**config.mk**
```make
export PLATFORM = sky130hd
export DESIGN_NAME = des_feistel_round_flat
export DESIGN_NICKNAME = d
export VERILOG_FILES = /design/src/sv/dfr_pkg.sv /design/src/sv/dfr_in_if.sv /design/src/sv/dfr_out_if.sv /design/src/sv/dfr_f.sv /design/src/sv/des_feistel_round.sv /design/src/flat_wrapper.sv
export SDC_FILE = /design/constraint.sdc
export NUM_CORES = 1
export LEC_CHECK = 0
export BUFFER_PORTS_ARGS = -buffer_cell sky130_fd_sc_hd__buf_2
export CORE_MARGIN = 1
export CORE_UTILIZATION = 52
export DETAILED_ROUTE_END_ITERATION = 8
export PLACE_DENSITY = 0.78
export SLEW_MARGIN = 20
export SYNTH_ARGS = -nofsm -noshare
export SYNTH_HDL_FRONTEND = slang
export SYNTH_SLANG_ARGS = --single-unit
```
**constraint.sdc**
```tcl
create_clock -name clk -period 3.6 [get_ports clk]
set_input_delay 1.08 -clock clk [delete_from_list [all_inputs] [get_ports clk]]
set_output_delay 1.08 -clock clk [all_outputs]
set_load 0.1 [all_outputs]
```
**src/sv/dfr_pkg.sv**
```systemverilog
`timescale 1ns / 1ps
// Package for the DES round block: field widths and the standard DES tables
// (expansion E, permutation P, S-boxes S1..S8). No dependencies.
package dfr_pkg;

    localparam int HALF_W = 32;
    localparam int KEY_W  = 48;
    localparam int NUM_SBOX = 8;

    typedef logic [HALF_W-1:0] half_t;
    typedef logic [KEY_W-1:0]  key_t;

    // DES notation: entry n names bit n counted from the most significant bit, from 1
    localparam logic [5:0] EXP_TAB [0:47] = '{
        6'd32, 6'd1,  6'd2,  6'd3,  6'd4,  6'd5,  6'd4,  6'd5,  6'd6,  6'd7,  6'd8,  6'd9,
        6'd8,  6'd9,  6'd10, 6'd11, 6'd12, 6'd13, 6'd12, 6'd13, 6'd14, 6'd15, 6'd16, 6'd17,
        6'd16, 6'd17, 6'd18, 6'd19, 6'd20, 6'd21, 6'd20, 6'd21, 6'd22, 6'd23, 6'd24, 6'd25,
        6'd24, 6'd25, 6'd26, 6'd27, 6'd28, 6'd29, 6'd28, 6'd29, 6'd30, 6'd31, 6'd32, 6'd1
    };

    localparam logic [5:0] PERM_TAB [0:31] = '{
        6'd16, 6'd7,  6'd20, 6'd21, 6'd29, 6'd12, 6'd28, 6'd17,
        6'd1,  6'd15, 6'd23, 6'd26, 6'd5,  6'd18, 6'd31, 6'd10,
        6'd2,  6'd8,  6'd24, 6'd14, 6'd32, 6'd27, 6'd3,  6'd9,
        6'd19, 6'd13, 6'd30, 6'd6,  6'd22, 6'd11, 6'd4,  6'd25
    };

    // indexed by {row, col}: row is the outer two bits, col the inner four
    localparam logic [3:0] SBOX_TAB [0:7][0:63] = '{
        '{4'd14,4'd4,4'd13,4'd1,4'd2,4'd15,4'd11,4'd8,4'd3,4'd10,4'd6,4'd12,4'd5,4'd9,4'd0,4'd7,
          4'd0,4'd15,4'd7,4'd4,4'd14,4'd2,4'd13,4'd1,4'd10,4'd6,4'd12,4'd11,4'd9,4'd5,4'd3,4'd8,
          4'd4,4'd1,4'd14,4'd8,4'd13,4'd6,4'd2,4'd11,4'd15,4'd12,4'd9,4'd7,4'd3,4'd10,4'd5,4'd0,
          4'd15,4'd12,4'd8,4'd2,4'd4,4'd9,4'd1,4'd7,4'd5,4'd11,4'd3,4'd14,4'd10,4'd0,4'd6,4'd13},
        '{4'd15,4'd1,4'd8,4'd14,4'd6,4'd11,4'd3,4'd4,4'd9,4'd7,4'd2,4'd13,4'd12,4'd0,4'd5,4'd10,
          4'd3,4'd13,4'd4,4'd7,4'd15,4'd2,4'd8,4'd14,4'd12,4'd0,4'd1,4'd10,4'd6,4'd9,4'd11,4'd5,
          4'd0,4'd14,4'd7,4'd11,4'd10,4'd4,4'd13,4'd1,4'd5,4'd8,4'd12,4'd6,4'd9,4'd3,4'd2,4'd15,
          4'd13,4'd8,4'd10,4'd1,4'd3,4'd15,4'd4,4'd2,4'd11,4'd6,4'd7,4'd12,4'd0,4'd5,4'd14,4'd9},
        '{4'd10,4'd0,4'd9,4'd14,4'd6,4'd3,4'd15,4'd5,4'd1,4'd13,4'd12,4'd7,4'd11,4'd4,4'd2,4'd8,
          4'd13,4'd7,4'd0,4'd9,4'd3,4'd4,4'd6,4'd10,4'd2,4'd8,4'd5,4'd14,4'd12,4'd11,4'd15,4'd1,
          4'd13,4'd6,4'd4,4'd9,4'd8,4'd15,4'd3,4'd0,4'd11,4'd1,4'd2,4'd12,4'd5,4'd10,4'd14,4'd7,
          4'd1,4'd10,4'd13,4'd0,4'd6,4'd9,4'd8,4'd7,4'd4,4'd15,4'd14,4'd3,4'd11,4'd5,4'd2,4'd12},
        '{4'd7,4'd13,4'd14,4'd3,4'd0,4'd6,4'd9,4'd10,4'd1,4'd2,4'd8,4'd5,4'd11,4'd12,4'd4,4'd15,
          4'd13,4'd8,4'd11,4'd5,4'd6,4'd15,4'd0,4'd3,4'd4,4'd7,4'd2,4'd12,4'd1,4'd10,4'd14,4'd9,
          4'd10,4'd6,4'd9,4'd0,4'd12,4'd11,4'd7,4'd13,4'd15,4'd1,4'd3,4'd14,4'd5,4'd2,4'd8,4'd4,
          4'd3,4'd15,4'd0,4'd6,4'd10,4'd1,4'd13,4'd8,4'd9,4'd4,4'd5,4'd11,4'd12,4'd7,4'd2,4'd14},
        '{4'd2,4'd12,4'd4,4'd1,4'd7,4'd10,4'd11,4'd6,4'd8,4'd5,4'd3,4'd15,4'd13,4'd0,4'd14,4'd9,
          4'd14,4'd11,4'd2,4'd12,4'd4,4'd7,4'd13,4'd1,4'd5,4'd0,4'd15,4'd10,4'd3,4'd9,4'd8,4'd6,
          4'd4,4'd2,4'd1,4'd11,4'd10,4'd13,4'd7,4'd8,4'd15,4'd9,4'd12,4'd5,4'd6,4'd3,4'd0,4'd14,
          4'd11,4'd8,4'd12,4'd7,4'd1,4'd14,4'd2,4'd13,4'd6,4'd15,4'd0,4'd9,4'd10,4'd4,4'd5,4'd3},
        '{4'd12,4'd1,4'd10,4'd15,4'd9,4'd2,4'd6,4'd8,4'd0,4'd13,4'd3,4'd4,4'd14,4'd7,4'd5,4'd11,
          4'd10,4'd15,4'd4,4'd2,4'd7,4'd12,4'd9,4'd5,4'd6,4'd1,4'd13,4'd14,4'd0,4'd11,4'd3,4'd8,
          4'd9,4'd14,4'd15,4'd5,4'd2,4'd8,4'd12,4'd3,4'd7,4'd0,4'd4,4'd10,4'd1,4'd13,4'd11,4'd6,
          4'd4,4'd3,4'd2,4'd12,4'd9,4'd5,4'd15,4'd10,4'd11,4'd14,4'd1,4'd7,4'd6,4'd0,4'd8,4'd13},
        '{4'd4,4'd11,4'd2,4'd14,4'd15,4'd0,4'd8,4'd13,4'd3,4'd12,4'd9,4'd7,4'd5,4'd10,4'd6,4'd1,
          4'd13,4'd0,4'd11,4'd7,4'd4,4'd9,4'd1,4'd10,4'd14,4'd3,4'd5,4'd12,4'd2,4'd15,4'd8,4'd6,
          4'd1,4'd4,4'd11,4'd13,4'd12,4'd3,4'd7,4'd14,4'd10,4'd15,4'd6,4'd8,4'd0,4'd5,4'd9,4'd2,
          4'd6,4'd11,4'd13,4'd8,4'd1,4'd4,4'd10,4'd7,4'd9,4'd5,4'd0,4'd15,4'd14,4'd2,4'd3,4'd12},
        '{4'd13,4'd2,4'd8,4'd4,4'd6,4'd15,4'd11,4'd1,4'd10,4'd9,4'd3,4'd14,4'd5,4'd0,4'd12,4'd7,
          4'd1,4'd15,4'd13,4'd8,4'd10,4'd3,4'd7,4'd4,4'd12,4'd5,4'd6,4'd11,4'd0,4'd14,4'd9,4'd2,
          4'd7,4'd11,4'd4,4'd1,4'd9,4'd12,4'd14,4'd2,4'd0,4'd6,4'd10,4'd13,4'd15,4'd3,4'd5,4'd8,
          4'd2,4'd1,4'd14,4'd7,4'd4,4'd10,4'd8,4'd13,4'd15,4'd12,4'd9,4'd0,4'd3,4'd5,4'd6,4'd11}
    };

endpackage

```
**src/sv/dfr_in_if.sv**
```systemverilog
`timescale 1ns / 1ps
// Input channel of the DES round block: valid/ready plus the two halves and subkey.
// Depends on dfr_pkg.
interface dfr_in_if
    import dfr_pkg::*;
();
    logic  valid;
    logic  ready;
    half_t left_half;
    half_t right_half;
    key_t  round_subkey;

    modport source (output valid, output left_half, output right_half,
                    output round_subkey, input ready);
    modport sink   (input valid, input left_half, input right_half,
                    input round_subkey, output ready);
endinterface

```
**src/sv/dfr_out_if.sv**
```systemverilog
`timescale 1ns / 1ps
// Result channel of the DES round block: valid/ready plus the swapped halves.
// Depends on dfr_pkg.
interface dfr_out_if
    import dfr_pkg::*;
();
    logic  valid;
    logic  ready;
    half_t next_left;
    half_t next_right;

    modport source (output valid, output next_left, output next_right, input ready);
    modport sink   (input valid, input next_left, input next_right, output ready);
endinterface

```
**src/sv/dfr_f.sv**
```systemverilog
`timescale 1ns / 1ps
// DES round function f: expansion, key mix, S-boxes and P permutation.
// Pure combinational; depends on the tables in dfr_pkg.
module dfr_f
    import dfr_pkg::*;
(
    input  half_t right_half,
    input  key_t  round_subkey,
    output half_t f_out
);

    key_t  expanded;
    key_t  mixed;
    half_t sbox_out;

    always_comb
    begin
        for (int i = 0; i < KEY_W; i++)
        begin
            expanded[KEY_W-1-i] = right_half[5'(6'd32 - EXP_TAB[i])];
        end
    end

    assign mixed = expanded ^ round_subkey;

    always_comb
    begin
        logic [5:0] grp;
        grp = '0;
        for (int k = 0; k < NUM_SBOX; k++)
        begin
            grp = mixed[KEY_W-6-6*k +: 6];
            sbox_out[HALF_W-4-4*k +: 4] = SBOX_TAB[k][{grp[5], grp[0], grp[4:1]}];
        end
    end

    always_comb
    begin
        for (int i = 0; i < HALF_W; i++)
        begin
            f_out[HALF_W-1-i] = sbox_out[5'(6'd32 - PERM_TAB[i])];
        end
    end

endmodule

```
**src/sv/des_feistel_round.sv**
```systemverilog
`timescale 1ns / 1ps
// Top level of the DES Feistel round: input register, f logic, result register.
// Depends on dfr_pkg, dfr_in_if, dfr_out_if and dfr_f.
//
// Usage:
//   in_ch carries left_half, right_half and round_subkey; out_ch returns
//   next_left (= right_half) and next_right (= left_half ^ f). Both are
//   valid/ready channels; a transfer happens at a clock edge with both high.
//   Path: an item passes through the input register and then the result
//   register, and is presented on out_ch from the result register.
//   Throughput: one item per cycle while out_ch.ready stays high; the f
//   logic between the two registers (E, key XOR, S-box lookup, P) is the
//   only work.
//   Stall: while out_ch.ready is low a full result register holds; the input
//   register still takes one more item if it is empty, then in_ch.ready
//   drops until the result transfers.
//   Reset: rst_n (asynchronous, active low) empties both registers; no
//   result is pending afterwards. The block keeps no state between items.
module des_feistel_round
    import dfr_pkg::*;
(
    input  logic      clk,
    input  logic      rst_n,
    dfr_in_if.sink    in_ch,
    dfr_out_if.source out_ch
);

    logic  in_valid_reg;
    logic  in_valid_next;
    half_t left_reg;
    half_t right_reg;
    key_t  key_reg;
    logic  out_valid_reg;
    logic  out_valid_next;
    half_t next_left_reg;
    half_t next_right_reg;
    half_t f_val;
    logic  advance;
    logic  in_take;

    dfr_f u_f (
        .right_half   (right_reg),
        .round_subkey (key_reg),
        .f_out        (f_val)
    );

    assign advance     = !out_valid_reg || out_ch.ready;
    assign in_ch.ready = !in_valid_reg || advance;
    assign in_take     = in_ch.valid && in_ch.ready;

    always_comb
    begin
        in_valid_next  = in_ch.ready ? in_ch.valid : in_valid_reg;
        out_valid_next = advance ? in_valid_reg : out_valid_reg;
    end

    always_ff @(posedge clk or negedge rst_n)
    begin
        if (!rst_n)
        begin
            in_valid_reg  <= 1'b0;
            out_valid_reg <= 1'b0;
        end
        else
        begin
            in_valid_reg  <= in_valid_next;
            out_valid_reg <= out_valid_next;
        end
    end

    always_ff @(posedge clk)
    begin
        if (in_take)
        begin
            left_reg  <= in_ch.left_half;
            right_reg <= in_ch.right_half;
            key_reg   <= in_ch.round_subkey;
        end
        if (advance && in_valid_reg)
        begin
            next_left_reg  <= right_reg;
            next_right_reg <= left_reg ^ f_val;
        end
    end

    assign out_ch.valid      = out_valid_reg;
    assign out_ch.next_left  = next_left_reg;
    assign out_ch.next_right = next_right_reg;

endmodule

```
**src/flat_wrapper.sv**
```systemverilog
// flat-port wrapper written by rule: the top's interface ports become plain ports
module des_feistel_round_flat import dfr_pkg::*;
  (clk, rst_n, in_ch_valid, in_ch_left_half, in_ch_right_half, in_ch_round_subkey, in_ch_ready, out_ch_valid, out_ch_next_left, out_ch_next_right, out_ch_ready);
  dfr_in_if in_ch_i ();
  dfr_out_if out_ch_i ();
  input  logic clk;
  input  logic rst_n;
  input wire logic [$bits(in_ch_i.valid)-1:0] in_ch_valid;
  input wire logic [$bits(in_ch_i.left_half)-1:0] in_ch_left_half;
  input wire logic [$bits(in_ch_i.right_half)-1:0] in_ch_right_half;
  input wire logic [$bits(in_ch_i.round_subkey)-1:0] in_ch_round_subkey;
  output wire logic [$bits(in_ch_i.ready)-1:0] in_ch_ready;
  output wire logic [$bits(out_ch_i.valid)-1:0] out_ch_valid;
  output wire logic [$bits(out_ch_i.next_left)-1:0] out_ch_next_left;
  output wire logic [$bits(out_ch_i.next_right)-1:0] out_ch_next_right;
  input wire logic [$bits(out_ch_i.ready)-1:0] out_ch_ready;
  assign in_ch_i.valid = in_ch_valid;
  assign in_ch_i.left_half = in_ch_left_half;
  assign in_ch_i.right_half = in_ch_right_half;
  assign in_ch_i.round_subkey = in_ch_round_subkey;
  assign in_ch_ready = in_ch_i.ready;
  assign out_ch_valid = out_ch_i.valid;
  assign out_ch_next_left = out_ch_i.next_left;
  assign out_ch_next_right = out_ch_i.next_right;
  assign out_ch_i.ready = out_ch_ready;
  des_feistel_round u_core (.clk(clk), .rst_n(rst_n), .in_ch(in_ch_i), .out_ch(out_ch_i));
endmodule
```
==> out/summary.txt <==
Status: finished, final reports clean
Fmax: 355 MHz
IO Port Bufs: 181
Max-slew violation count: 0
Post-Synthesis Cells: 892
Placer Congestion: 0.935
Die height: 145 µm
Setup bufs post-CTS: 0
Slowest cell on crit path: buf_2
Core area: 0.0198 mm²
Die area: 0.0211 mm²
First-pass GRT wire length: 37000 µm
Synth-to-Final Area Change: 18.8%
CP peak stage delay: 0.44 ns
Wire length per cell: 16.5 µm
Row cnt: 51
Routed vias: 7995
Ant diodes: 0
Max-cap viol count: 0
Clock Sinks: 178
Clock slew at reported path FFs: 0.06 ns
Post-route ant nets: 0
Synth area leader: edfxtp_1
Root Driver: clkbuf_16
CTS tree: done
Min-delay worst type: input port to asynchronous set/reset pin
Register bit count reported by yosys: 178
Slew headroom: 32.1%
Main synth FF type: edfxtp_1
Initial DRC Count: 518
CP Cell Sequence: buf_2 > nand3b_1 > buf_2
Top cell by count, worst path: buf_2
Number of synthesized flops with an enable pin: 176
FF-to-FF path depth: 7
Final hold vios: 0
Post-CTS resize count: 0
Minimum clock period: 2.81 ns
Crit start category: input port
Setup Skew: 0.0102 ns
CTS Buf Count: 17
Post-Syn Area: 0.0107 mm²
Post-route fraction of the period consumed by the critical path: 78.2%
Via-per-instance ratio: 5.82
Most common library cells after synthesis: edfxtp_1, nor2_1, ha_1
Pin count of the biggest net entering global routing: 48
Critical path class: input port to output pin
Mapped Avg Cell Area: 11.9 µm²
Maximum VDD drop: 0.393 mV
Vias in the first global route: 7547
Post-synth top area share: 49.6%
Cts-stage hold buffer count: 0
Initial antenna violation count: 1
Worst path required time: 2.52 ns
Unrepaired setup endpoints after global routing: no
Max FFs per register: 48
Initial Util: 53.9%
Post-DP HPWL: 16000 µm
Power Density: 548 mW/mm²
Overall global routing resource usage: 21.7%
Final setup violation count: 0
Arr. time, crit path: 1.73 ns
Count leader, synth: edfxtp_1
Post-synth net total: 1070
Clock Latency Late Sink: 0.42 ns
Fin Setup TNS: 0 ns
Fraction of registers with async set or reset after synthesis: 1.12%
I/O pins: 182
Synth unique cells: 58
Worst Setup End Kind: output pin
Yosys warns: 0
Share of cells above drive strength 1: 25.9%
Total gr overflow: 0
Register area share after synthesis: 50.1%
Fillers: 1560
DRC Markers: 0
Die width: 145 µm
Max Root-Sink Buffers: 2
Actual slew at the worst max-slew pin: 1.01 ns
Final wirelength: 22600 µm
Nets: 1273
First-pass detailed-route iteration total: 5
Total power: 6930 µW
CTS H-tree depth: 4
CP Max Fanout: 3
Synth top area cells: edfxtp_1, ha_1, xnor2_1
Pleak: 0.00490 µW
## power breakdown
part / internal [µW] / switching (µW) / leakage, µW
registers: 2530 / 85.7 / 0.00171
logic: 761 / 1700 / 0.00291
clock network: 1070 / 777 / 0.000279
## layout make-up
type	instances	area, µm²	area share [%]
inverter	36	135	1.07
sequential	178	5340	42.2
clock inverter	10	129	1.02
multi-input combinational	642	5020	39.7
tap	265	332	2.62
timing repair buffer	220	1240	9.77
clock buffer	22	464	3.67
## per-stage QoR
stage               hold slack (ns)  setup WS, ns  utilization [%]  cells  area [µm²]
floorplan                     0.447         0.344                -    892       10700
global placement              0.450         0.791             61.0   1341       12100
detailed placement            0.457         0.788             61.0   1341       12100
CTS                           0.413         0.785             64.0   1373       12700
global route                  0.400         0.558             64.0   1373       12700
finish                        0.430         0.786             64.0   1373       12700
## placed cells by master, fill, tap and decap left out, drive strengths merged, types with 20 or more instances in the layout
cell    synthesis  layout
buf            16     220
edfxtp        176     176
nor2           63      63
xnor2          63      63
ha             62      62
xor2           61      61
nand2          59      59
inv            35      37
o21ai          36      36
a21oi          35      35
nand3          32      32
o211ai         31      31
nor3           25      25
a211oi         23      23
mux2i          23      23
clkbuf         20      22
mux4           20      20
## layer usage
layer	global-route usage [%]	routed length, µm	vias to the layer above
met4	6.74	429	2
met2	35.6	11000	368
met1	28.5	9620	3787
li1	-	-	3798
met5	0	13	-
met3	5.25	1550	40
## worst paths after layout
| check | from | end | slack, ns |
|---|---|---|---|
| min in group clk | u_core.right_reg[25]$_DFFE_PP_ | u_core.out_ch.next_left[25]$_DFFE_PP_ | 0.47 |
| max in group asynchronous | rst_n | u_core.out_ch.valid$_DFFE_PN0P_ | 3.08 |
| max | out_ch_ready | in_ch_ready | 0.79 |
| min reg2reg | u_core.right_reg[25]$_DFFE_PP_ | u_core.out_ch.next_left[25]$_DFFE_PP_ | 0.47 |
| min | rst_n | u_core.in_valid_reg$_DFFE_PN0N_ | 0.43 |
| max reg2reg | u_core.right_reg[28]$_DFFE_PP_ | u_core.out_ch.next_right[1]$_DFFE_PP_ | 0.83 |
## cell families after synthesis
family | share of synthesized area (%)
AOI/OAI and AO/OA | 14.0
adders and majority gates | 7.28
muxes | 6.53
buffers and inverters | 2.84
xor gates and xnor gates | 11.0
DFF | 50.1
and+or+nand+nor | 8.25
## critical path, delay by kind of cell
family	cells	cell delay (ns)
buffers and inverters	2	0.52
AND/OR/NAND/NOR	1	0.13
Power figures use the tool's default switching activity.
